<file path="src/hdl/i2r_pkg.sv">
package i2r_pkg;

    // Width of the two's-complement number that is converted. Bits of the
    // input above this width are ignored.
    localparam int NUMBER_WIDTH = 64;

    // Magnitude width. The most negative value saturates so it fits.
    localparam int MAG_W = NUMBER_WIDTH - 1;

    // One digit per magnitude bit covers the worst case of base 2.
    localparam int STORE_DEPTH = MAG_W;
    localparam int ADDR_W      = $clog2(STORE_DEPTH);
    localparam int CNT_W       = $clog2(STORE_DEPTH + 1);

    localparam int RADIX_W = 6;
    localparam int DIGIT_W = 6;
    localparam int CHAR_W  = 8;

    localparam logic [RADIX_W-1:0] RADIX_MIN = RADIX_W'(2);
    localparam logic [RADIX_W-1:0] RADIX_MAX = RADIX_W'(36);

    // Quotient bits resolved per divider cycle, and the padded dividend width.
    localparam int DIV_STEP   = 4;
    localparam int DIV_QW     = ((MAG_W + DIV_STEP - 1) / DIV_STEP) * DIV_STEP;
    localparam int DIV_ITER   = DIV_QW / DIV_STEP;
    localparam int DIV_ITER_W = $clog2(DIV_ITER);

    localparam logic [CHAR_W-1:0] CHAR_MINUS = 8'h2D;
    localparam logic [CHAR_W-1:0] CHAR_ZERO  = 8'h30;
    localparam logic [CHAR_W-1:0] CHAR_LOW_A = 8'h61;
    localparam logic [CHAR_W-1:0] CHAR_NONE  = 8'h00;

    typedef struct packed {
        logic                 start;
        logic [RADIX_W-1:0]   divisor;
        logic [MAG_W-1:0]     dividend;
    } t_div_req;

    typedef struct packed {
        logic                 done;
        logic [DIGIT_W-1:0]   remainder;
        logic [MAG_W-1:0]     quotient;
    } t_div_rsp;

    // Digit value to its ASCII glyph: 0-9 then a-z.
    function automatic logic [CHAR_W-1:0] digit_glyph(input logic [DIGIT_W-1:0] d);
        logic [CHAR_W-1:0] ch;
        if (d < DIGIT_W'(10)) begin
            ch = CHAR_W'(CHAR_ZERO + CHAR_W'(d));
        end else if (d < DIGIT_W'(36)) begin
            ch = CHAR_W'(CHAR_LOW_A + CHAR_W'(d) - CHAR_W'(10));
        end else begin
            ch = CHAR_ZERO;
        end
        return ch;
    endfunction

endpackage

</file>
<file path="src/hdl/i2r_ram.sv">
module i2r_ram #(
    parameter int WIDTH = 8,
    parameter int DEPTH = 64
) (
    input  logic                     i_clk,
    input  logic                     i_wr_en,
    input  logic [$clog2(DEPTH)-1:0] i_wr_addr,
    input  logic [WIDTH-1:0]         i_wr_data,
    input  logic                     i_rd_en,
    input  logic [$clog2(DEPTH)-1:0] i_rd_addr,
    output logic [WIDTH-1:0]         o_rd_data
);

    logic [WIDTH-1:0] r_mem [DEPTH];
    logic [WIDTH-1:0] r_rd_data;

    always_ff @(posedge i_clk) begin
        if (i_wr_en) begin
            r_mem[i_wr_addr] <= i_wr_data;
        end
        if (i_rd_en) begin
            r_rd_data <= r_mem[i_rd_addr];
        end
    end

    assign o_rd_data = r_rd_data;

endmodule

</file>
<file path="src/hdl/i2r_div.sv">
// Restoring divider of the magnitude by a small radix. Several quotient bits
// are resolved per cycle; the result is flagged by a one-cycle done pulse.
module i2r_div (
    input  logic              i_clk,
    input  logic              i_rst_n,
    input  i2r_pkg::t_div_req i_req,
    output i2r_pkg::t_div_rsp o_rsp
);

    logic                               r_busy;
    logic                               r_done;
    logic [i2r_pkg::DIV_ITER_W-1:0]     r_cnt;
    logic [i2r_pkg::DIV_QW-1:0]         r_q;
    logic [i2r_pkg::DIGIT_W-1:0]        r_rem;
    logic [i2r_pkg::RADIX_W-1:0]        r_div;

    logic [i2r_pkg::DIV_QW-1:0]         n_q;
    logic [i2r_pkg::DIGIT_W-1:0]        n_rem;

    always_comb begin
        logic [i2r_pkg::DIGIT_W:0] t;
        n_q   = r_q;
        n_rem = r_rem;
        for (int k = 0; k < i2r_pkg::DIV_STEP; k++) begin
            t   = {n_rem, n_q[i2r_pkg::DIV_QW-1]};
            n_q = {n_q[i2r_pkg::DIV_QW-2:0], 1'b0};
            if (t >= {1'b0, r_div}) begin
                n_rem  = i2r_pkg::DIGIT_W'(t - {1'b0, r_div});
                n_q[0] = 1'b1;
            end else begin
                n_rem = t[i2r_pkg::DIGIT_W-1:0];
            end
        end
    end

    always_ff @(posedge i_clk) begin
        if (!i_rst_n) begin
            r_busy <= 1'b0;
            r_done <= 1'b0;
            r_cnt  <= '0;
        end else if (i_req.start) begin
            r_busy <= 1'b1;
            r_done <= 1'b0;
            r_cnt  <= '0;
            r_q    <= i2r_pkg::DIV_QW'(i_req.dividend);
            r_rem  <= '0;
            r_div  <= i_req.divisor;
        end else if (r_busy) begin
            r_q   <= n_q;
            r_rem <= n_rem;
            if (r_cnt == i2r_pkg::DIV_ITER_W'(i2r_pkg::DIV_ITER - 1)) begin
                r_busy <= 1'b0;
                r_done <= 1'b1;
            end else begin
                r_cnt <= r_cnt + 1'b1;
            end
        end else begin
            r_done <= 1'b0;
        end
    end

    assign o_rsp.done      = r_done;
    assign o_rsp.remainder = r_rem;
    assign o_rsp.quotient  = r_q[i2r_pkg::MAG_W-1:0];

endmodule

</file>
<file path="src/hdl/integer_to_radix_digits_unit.sv">
// Converts one signed integer to its ASCII text in a radix from 2 to 36 and
// sends it out one character per output transfer, most significant first.
// A negative value is preceded by '-', digits are 0-9 then a-z, zero gives
// a single '0', and the final character carries o_last. A radix outside
// 2..36 gives a single transfer with o_char_code 0, o_last and o_bad_radix
// set. Only the low NUMBER_WIDTH bits of i_number are used; the most negative
// value is converted as one more than itself. The block takes one number at
// a time: o_ready is high only while it is idle. Digits are found by a single
// divider that resolves four quotient bits per cycle; the digits are buffered
// in a small RAM and then read back in reverse order, each character read in
// S_FETCH and sent in S_PUT, after the '-' of a negative value in S_SIGN.
module integer_to_radix_digits_unit (
    input  logic                          i_clk,
    input  logic                          i_rst_n,
    input  logic                          i_valid,
    output logic                          o_ready,
    input  logic [63:0]                   i_number,
    input  logic [i2r_pkg::RADIX_W-1:0]   i_radix,
    output logic                          o_valid,
    input  logic                          i_ready,
    output logic [i2r_pkg::CHAR_W-1:0]    o_char_code,
    output logic                          o_last,
    output logic                          o_bad_radix
);

    typedef enum logic [2:0] {
        S_IDLE,
        S_DIV,
        S_SIGN,
        S_FETCH,
        S_PUT,
        S_ERR
    } t_state;

    t_state                              r_state;
    logic                                r_neg;
    logic [i2r_pkg::RADIX_W-1:0]         r_radix;
    logic [i2r_pkg::CNT_W-1:0]           r_count;
    logic [i2r_pkg::ADDR_W-1:0]          r_idx;
    logic                                r_o_valid;
    logic [i2r_pkg::CHAR_W-1:0]          r_o_char;
    logic                                r_o_last;
    logic                                r_o_bad;

    logic [i2r_pkg::NUMBER_WIDTH-1:0]    w_raw;
    logic [i2r_pkg::NUMBER_WIDTH-1:0]    w_negated;
    logic [i2r_pkg::NUMBER_WIDTH-1:0]    w_top;
    logic [i2r_pkg::MAG_W-1:0]           w_mag;
    logic                                w_radix_ok;
    logic                                w_in_xfer;
    logic                                w_out_free;
    logic                                w_out_load;
    logic [i2r_pkg::CNT_W-1:0]           w_cnt_nxt;
    logic                                w_more;
    logic [i2r_pkg::DIGIT_W-1:0]         w_rd_data;

    i2r_pkg::t_div_req                   w_div_req;
    i2r_pkg::t_div_rsp                   w_div_rsp;

    // Magnitude of the incoming number; the most negative value saturates.
    assign w_raw     = i_number[i2r_pkg::NUMBER_WIDTH-1:0];
    assign w_negated = -w_raw;
    assign w_top     = {1'b1, {(i2r_pkg::NUMBER_WIDTH - 1){1'b0}}};

    always_comb begin
        if (!w_raw[i2r_pkg::NUMBER_WIDTH-1]) begin
            w_mag = w_raw[i2r_pkg::MAG_W-1:0];
        end else if (w_raw == w_top) begin
            w_mag = '1;
        end else begin
            w_mag = w_negated[i2r_pkg::MAG_W-1:0];
        end
    end

    assign w_radix_ok = (i_radix >= i2r_pkg::RADIX_MIN) && (i_radix <= i2r_pkg::RADIX_MAX);
    assign o_ready    = (r_state == S_IDLE);
    assign w_in_xfer  = i_valid && o_ready;
    assign w_out_free = !r_o_valid || i_ready;

    // A new character enters the output register in this cycle.
    assign w_out_load = w_out_free
                        && ((r_state == S_SIGN) || (r_state == S_PUT) || (r_state == S_ERR));

    // Another digit is needed while the quotient is nonzero and the buffer
    // still has room.
    assign w_cnt_nxt = r_count + 1'b1;
    assign w_more    = (w_div_rsp.quotient != '0)
                       && (w_cnt_nxt < i2r_pkg::CNT_W'(i2r_pkg::STORE_DEPTH));

    // The first division starts on the input transfer; each further one
    // starts in the cycle the previous one finishes, from its quotient.
    always_comb begin
        if (r_state == S_IDLE) begin
            w_div_req.start    = w_in_xfer && w_radix_ok;
            w_div_req.divisor  = i_radix;
            w_div_req.dividend = w_mag;
        end else begin
            w_div_req.start    = (r_state == S_DIV) && w_div_rsp.done && w_more;
            w_div_req.divisor  = r_radix;
            w_div_req.dividend = w_div_rsp.quotient;
        end
    end

    i2r_div u_div (
        .i_clk   (i_clk),
        .i_rst_n (i_rst_n),
        .i_req   (w_div_req),
        .o_rsp   (w_div_rsp)
    );

    // Digit buffer, filled least significant first and read back in reverse.
    i2r_ram #(
        .WIDTH (i2r_pkg::DIGIT_W),
        .DEPTH (i2r_pkg::STORE_DEPTH)
    ) u_store (
        .i_clk     (i_clk),
        .i_wr_en   ((r_state == S_DIV) && w_div_rsp.done),
        .i_wr_addr (r_count[i2r_pkg::ADDR_W-1:0]),
        .i_wr_data (w_div_rsp.remainder),
        .i_rd_en   (r_state == S_FETCH),
        .i_rd_addr (r_idx),
        .o_rd_data (w_rd_data)
    );

    always_ff @(posedge i_clk) begin
        if (!i_rst_n) begin
            r_state   <= S_IDLE;
            r_neg     <= 1'b0;
            r_count   <= '0;
            r_idx     <= '0;
            r_o_valid <= 1'b0;
        end else begin
            if (w_out_load) begin
                r_o_valid <= 1'b1;
            end else if (i_ready) begin
                r_o_valid <= 1'b0;
            end
            unique case (r_state)
                S_IDLE: begin
                    if (i_valid) begin
                        r_radix <= i_radix;
                        if (!w_radix_ok) begin
                            r_state <= S_ERR;
                        end else begin
                            r_neg   <= w_raw[i2r_pkg::NUMBER_WIDTH-1];
                            r_count <= '0;
                            r_state <= S_DIV;
                        end
                    end
                end
                S_DIV: begin
                    if (w_div_rsp.done) begin
                        r_count <= w_cnt_nxt;
                        if (!w_more) begin
                            // The most significant digit sits at the slot
                            // just written.
                            r_idx   <= r_count[i2r_pkg::ADDR_W-1:0];
                            r_state <= r_neg ? S_SIGN : S_FETCH;
                        end
                    end
                end
                S_SIGN: begin
                    if (w_out_free) begin
                        r_o_char  <= i2r_pkg::CHAR_MINUS;
                        r_o_last  <= 1'b0;
                        r_o_bad   <= 1'b0;
                        r_state   <= S_FETCH;
                    end
                end
                S_FETCH: begin
                    r_state <= S_PUT;
                end
                S_PUT: begin
                    if (w_out_free) begin
                        r_o_char  <= i2r_pkg::digit_glyph(w_rd_data);
                        r_o_last  <= (r_idx == '0);
                        r_o_bad   <= 1'b0;
                        if (r_idx == '0) begin
                            r_state <= S_IDLE;
                        end else begin
                            r_idx   <= r_idx - 1'b1;
                            r_state <= S_FETCH;
                        end
                    end
                end
                S_ERR: begin
                    if (w_out_free) begin
                        r_o_char  <= i2r_pkg::CHAR_NONE;
                        r_o_last  <= 1'b1;
                        r_o_bad   <= 1'b1;
                        r_state   <= S_IDLE;
                    end
                end
                default: begin
                    r_state <= S_IDLE;
                end
            endcase
        end
    end

    assign o_valid     = r_o_valid;
    assign o_char_code = r_o_char;
    assign o_last      = r_o_last;
    assign o_bad_radix = r_o_bad;

endmodule
</file>
<file path="config.mk">
export PLATFORM = sky130hd
export DESIGN_NAME = integer_to_radix_digits_unit
export DESIGN_NICKNAME = d
export VERILOG_FILES = /design/src/hdl/i2r_pkg.sv /design/src/hdl/i2r_ram.sv /design/src/hdl/i2r_div.sv /design/src/hdl/integer_to_radix_digits_unit.sv
export SDC_FILE = /design/constraint.sdc
export NUM_CORES = 1
export LEC_CHECK = 0
export BUFFER_PORTS_ARGS = -buffer_cell sky130_fd_sc_hd__buf_4
export CORE_ASPECT_RATIO = 0.7
export CORE_MARGIN = 5
export CORE_UTILIZATION = 52
export DETAILED_ROUTE_END_ITERATION = 6
export MAX_ROUTING_LAYER = met4
export PLACE_DENSITY = 0.74
export SYNTH_ARGS = -nofsm -noshare
export SYNTH_HDL_FRONTEND = slang
export SYNTH_SLANG_ARGS = --single-unit
</file>
<file path="constraint.sdc">
create_clock -name i_clk -period 15.1 [get_ports i_clk]
set_input_delay 0.755 -clock i_clk [delete_from_list [all_inputs] [get_ports i_clk]]
set_output_delay 0.755 -clock i_clk [all_outputs]
set_load 0.02 [all_outputs]
</file>
Word-level counts from Yosys, hierarchy flattened
Memories as Yosys holds them, arrays and structs flattened. A register that Yosys moved wholly into a read port is not among the register bits.
Index checks and enable logic that the tools add are counted.
- register bits: 115
- latch bits: 0
- memory bits (writable): 378
- memory bits (read-only): 0
- output and inout bits: 12
- word-level logic and storage cells: 142
- memories: 1
- add/sub/neg operators: 11
- multipliers: 0
- divide/modulo/power cells: 0
- order comparisons: 9
- eq/ne operators: 17
- shift operators: 0
- mux-type cells: 51
- bitwise operators: 3
- reductions and logical operators: 34
- memory list (name ; words ; bits a word ; rd ports ; clocked after Yosys merged registers in ; wr ports ; line ; text):
    u_store.r_mem ; 63 ; 6 ; 1 ; 1 ; 1 ; i2r_ram.sv:14 ; logic [WIDTH-1:0] r_mem [DEPTH];
- operator list (kind ; count):
    63-bit 2-to-1 mux ; 3
    6-bit 2-to-1 mux ; 12
    70-bit 2-to-1 mux ; 1
    64-bit equality test, second input constant ; 1
    64-bit 2-to-1 mux ; 1
    63-bit negation ; 1
    63-bit nonzero test ; 1
    8-bit 2-to-1 mux ; 5
    7-bit by 6-bit >= comparator with 1-bit output ; 4
    6-bit one-hot mux with 2 select lines ; 2
    8-bit one-hot mux with 3 select lines ; 1
    6-bit subtractor ; 4
    3-bit 2-to-1 mux ; 7
    3-bit one-hot mux with 6 select lines ; 1
    1-bit 2-to-1 mux ; 15
    2-bit != test, second input constant ; 7
    6-bit less-than comparator, second input constant ; 2
    5-bit AND reduction ; 2
    2-bit nonzero test ; 5
    3-bit AND reduction ; 3
    7-bit by 6-bit adder with 8-bit output, first input constant ; 1
    4-bit AND reduction ; 2
    8-bit by 4-bit subtractor with 8-bit output, second input constant ; 1
    6-bit by 6-bit adder with 7-bit output, first input constant ; 1
    other kinds (25) ; 42

Logic depth before layout (Yosys ltp)
- depth in word-level cells: 10
- depth in mapped cells: 33

By module
From an unflattened synthesis, not the netlist that was laid out.
- cells, all modules: 1807
- area, all modules: 24679.9 sq um
- by module, submodules not included (module ; times used ; cells each ; area an instance (sq um) ; sequential area each (sq um)):
    i2r_ram ; 1 ; 740 ; 15107.0 ; 11531.1
    i2r_div ; 1 ; 434 ; 5228.8 ; 2402.3
    integer_to_radix_digits_unit ; 1 ; 633 ; 4344.2 ; 820.8

Worst setup path after synthesis
Ideal clock, no wire load.
- path kind: register -> register
- from: register u_div.r_rem[0] in the netlist's numbering
- to: register u_div.r_rem[2] in the netlist's numbering, data pin
- arrival: 7766 ps
- data required time: 14844 ps
- setup slack: 7078 ps
- stages on the path, launching flop included: 32
- path buffers: 1
- path through: edfxtp_1 ha_1 nor2b_1 o211a_1 o31a_1 nor2_1 mux2_2 inv_1 ha_1 nor2b_1 o31a_1 o31ai_1 o211a_1 buf_2 mux2_2 ha_1 o21a_1 o31a_1 nor3_1 o21ai_0 nor4bb_1 nor2_1 mux2i_1 ha_1 a21oi_1 o21bai_1 a21o_1 a21oi_1 a21boi_0 a211oi_4 o211ai_1 o211a_1
- longest elaborated chain between the ends: 9
- elaborated cells on any way between the ends: 13
- classes of those cells: add/sub: 4; order compare: 4; mux: 5
- RTL lines (what ; line ; text):
    from (decl) ; i2r_div.sv:14 ; logic [i2r_pkg::DIGIT_W-1:0] r_rem;
    from (signal assigned) ; i2r_div.sv:50 ; r_rem <= n_rem;
    6-bit subtractor or 7-bit by 6-bit >= comparator with 1-bit output (tied branches) ; i2r_div.sv:28, i2r_div.sv:27 ;
    6-bit 2-to-1 mux (*) ; i2r_div.sv:27 ; if (t >= {1'b0, r_div}) begin
    6-bit subtractor or 7-bit by 6-bit >= comparator with 1-bit output (tied branches) ; i2r_div.sv:28, i2r_div.sv:27 ;
    6-bit 2-to-1 mux (*) ; i2r_div.sv:27 ;
    7-bit by 6-bit >= comparator with 1-bit output or 6-bit subtractor (tied branches) ; i2r_div.sv:27, i2r_div.sv:28 ;
    6-bit 2-to-1 mux (*) ; i2r_div.sv:27 ;
    6-bit subtractor or 7-bit by 6-bit >= comparator with 1-bit output (tied branches) ; i2r_div.sv:28, i2r_div.sv:27 ;
    6-bit 2-to-1 mux (*) ; i2r_div.sv:27 ;
    6-bit 2-to-1 mux (*) ; i2r_div.sv:48 ; end else if (r_busy) begin
Every way passes the cells marked *; elsewhere a longest branch is shown, timed or not. The select of a mux whose other input is x is not followed.
A chain may end at the register's enable or synchronous reset.

Worst setup path after layout
- from: register u_div.r_div[1] in the netlist's numbering
- to: register u_div.r_rem[2] in the netlist's numbering, data pin
- longest elaborated chain between the ends: 9
- elaborated cells on any way between the ends: 13
- classes of those cells: add/sub: 4; order compare: 4; mux: 5
- RTL lines (what ; line ; text):
    from (decl) ; i2r_div.sv:15 ; logic [i2r_pkg::RADIX_W-1:0] r_div;
    from (signal assigned) ; i2r_div.sv:47 ; r_div <= i_req.divisor;
    6-bit subtractor or 7-bit by 6-bit >= comparator with 1-bit output (tied branches) ; i2r_div.sv:28, i2r_div.sv:27 ;
    6-bit 2-to-1 mux ; i2r_div.sv:27 ;
    6-bit subtractor or 7-bit by 6-bit >= comparator with 1-bit output (tied branches) ; i2r_div.sv:28, i2r_div.sv:27 ;
    6-bit 2-to-1 mux ; i2r_div.sv:27 ;
    7-bit by 6-bit >= comparator with 1-bit output or 6-bit subtractor (tied branches) ; i2r_div.sv:27, i2r_div.sv:28 ;
    6-bit 2-to-1 mux ; i2r_div.sv:27 ;
    6-bit subtractor or 7-bit by 6-bit >= comparator with 1-bit output (tied branches) ; i2r_div.sv:28, i2r_div.sv:27 ;
    6-bit 2-to-1 mux (*) ; i2r_div.sv:27 ;
    6-bit 2-to-1 mux (*) ; i2r_div.sv:48 ;
Marks and branches as above.

==> metrics.txt <==
status=finished clean; routability-driven placement congestion ratio=0.922; period utilisation layout=0.592; TritonCTS Sinks=approximately 500; initial antenna violation count=1; Crit Path Max Fanout=9; crit end category=register; Seq/Total Area, Yosys=0.641; Die X-Extent=262 um; RSZ-0062 raised after global routing=no; Buffers on Ports=between 80 and 90; number of synthesized flops with an enable pin=476; Setup TNS=0 ps; Syn Inst Count=1572; vias in the first global route=13839; Seq cells post-synth=499; Post-CTS Resized=0; Post-Syn Area=0.0230 mm^2; Yosys Warn Count=0; layout cells sized above 1=0.196; Starting Density=0.527; Hold Crit Class=in2reg; Detailed Routing Iterations Pass 1=5; prevailing post-synth register cell=edfxtp_1; Most common cell on crit path=ha_1; setup bufs post-CTS=0; Fmax=between 100 and 150 MHz; Mapped Nets=1684; largest net degree at the start of global routing=71; Area Overhead vs Synth=12.3%; Avg Inst Size Synth=between 10 and 15 um^2; clock transition at the registers of the reported paths=about 60 ps; # setup viols final=0; Routed WL per cell=around 24 um; CTS tree=built; Max Cap Viol=0; antenna-violating nets left=0; Pleak=~8.5 nW; pwr dens=177 mW/mm^2; H-tree level count=2; Worst VDD drop=0.000206 V; Netlist cell types=75; crit-path max cell delay=~610 ps; Placement Setup Slack=approximately 6500 ps; Row Count=between 60 and 70; Die Y-Extent=around 190 um; CTS Root Cell=clkbuf_16; Setup Crit Path Kind=reg2reg; Max Root-Sink Buffers=3; Setup crit start kind=register; required time of the critical path=around 15000 ps; clk_lat worst skew=~580 ps; commonest non-fill, non-tap cells in the layout=edfxtp_1, nand2_1, nor2_1; async set or reset register ratio after synthesis=0; commonest non-fill, non-tap cell in the layout=edfxtp_1; Congestion Overflow GR=0; slew margin rel.=0.352; vias per cell=6.27; Final Max Slew Viols=0; Final Hold Viols=0; dpl hpwl=36.1 mm; core area=0.0437 mm^2; Remaining DRCs=0; hold_buf cts=0; Clock Skew=approximately 17 ps; first-pass GRT wire length=83.6 mm; number of buffers created by CTS=47; First DRT Iteration DRCs=1808; Crit-path slowest cell=nor4bb_1; Nets=1756; gr usage total=0.233; Tmin final=8940 ps; via count=14281; Worst Tran Pin Value=972 ps; Routed WL=54.6 mm; IO Pins=86; WP data arrival=9260 ps; DIE AREA=0.0487 mm^2; final worst setup slack=6160 ps
[layout make-up]
| type | instances | area [um^2] |
|---|---|---|
| multi-input combinational | 959 | 7830 |
| antenna | 1 | 2.50 |
| timing repair buffer | 103 | 773 |
| tap | 594 | 743 |
| sequential | 499 | 14800 |
| clock buffer | 67 | 1380 |
| inverter | 34 | 128 |
| fill | 3324 | 17900 |
| clock inverter | 21 | 230 |
[worst paths after layout]
path,start,to,depth (start not counted),slack [ps]
max,u_div.r_div[1],u_div.r_rem[2],31,6160
min,i_radix[3],r_radix[3],1,380
max reg2reg,u_div.r_div[1],u_div.r_rem[2],31,6160
min reg2reg,r_neg,r_neg,2,500
[cells in the mapped netlist, types with 5 or more instances]
cell type    n  area, um^2
o211ai_1     8        60.1
or4_1        7        52.6
a21boi_0     7        52.6
o31a_1       6        52.6
a21o_1       9        67.6
nand2b_1    13        81.3
mux2i_1     24         240
nand3_1     34         170
buf_1       15        56.3
nand4_1      5        31.3
nand2_1    130         488
dfxtp_1     23         460
o21bai_1     6        45.0
and2_1      12        75.1
and3_1       6        37.5
xor2_1      32         280
nor3_1      16        80.1
xnor2_1     42         368
o31ai_1     19         143
a31oi_1     14        87.6
a21oi_1     70         350
o21a_1      12        90.1
or2_2       11        68.8
nor4_1      21         131
mux2_2       9         101
edfxtp_1   476       14300
or4_4        5        56.3
ha_1        34         425
o21ai_0     88         440
nor2b_1     12        75.1
clkbuf_1    59         221
a211oi_1     5        37.5
or3_1        8        50.1
mux4_2     109        2450
nor2_1     115         432
inv_1       33         124
o41ai_1     10        87.6
[registers in the layout, indices dropped and copies added (netlist names), 3 cells and up]
name,count
r_idx,6
u_div.r_cnt,4
u_div.r_div,6
u_div.r_q,64
r_count,6
o_char_code,8
r_radix,6
u_store.o_rd_data,6
u_store.r_mem,378
u_div.r_rem,6
r_state,3
[through the flow]
stage / instances / area [um^2] / total power [mW] / hold WS, ps / util
6_report: 2278 / 25900 / 4.58 / 380 / 0.591
5_1_grt: 2278 / 25900 / 4.81 / 366 / 0.591
4_1_cts: 2277 / 25800 / 4.57 / 362 / 0.591
3_5_place_dp: 2189 / 24200 / 3.36 / 463 / 0.554
3_3_place_gp: 2189 / 24200 / 3.33 / 462 / 0.554
2_1_floorplan: 1572 / 23000 / 2.97 / 444 / -
[metal layers]
metal  wire (um)  vias up  part of all wire  track usage
met5           0        -                 0            -
met4         668        0             0.012       0.0424
met3        5780       62              0.11       0.0658
met2       23800      709              0.44        0.325
met1       24400     7248              0.45        0.351
li1            -     6262                 -            -
[where the power goes]
part           leakage [nW]  internal, mW  switching [mW]  total (mW)
Sequential             4.48          1.81          0.0482        1.86
Combinational          3.20         0.587           0.919        1.51
Clock                 0.791         0.711           0.509        1.22
Total                  8.48          3.11            1.48        4.58
[cell families (layout without fill, tap and decap cells)]
logic type,after synthesis,in the layout,synth area share
other cells,0,1,0
buf+inv,114,225,0.0195
fa+ha+maj,38,38,0.0220
flops,499,499,0.641
simple gates,415,415,0.0883
mux,142,142,0.121
compound gates,290,290,0.0800
xor+xnor,74,74,0.0281
[critical path: cells and delay by family, from the launching register on]
family / cells / cell delay [ps]
buffers and inverters: 2 / 370
DFF: 1 / 470
AOI/OAI and AO/OA: 16 / 3630
adders and majority gates: 4 / 1220
and+or+nand+nor: 6 / 1860
muxes: 3 / 1160
No activity file was read; power rests on OpenSTA's default activity.
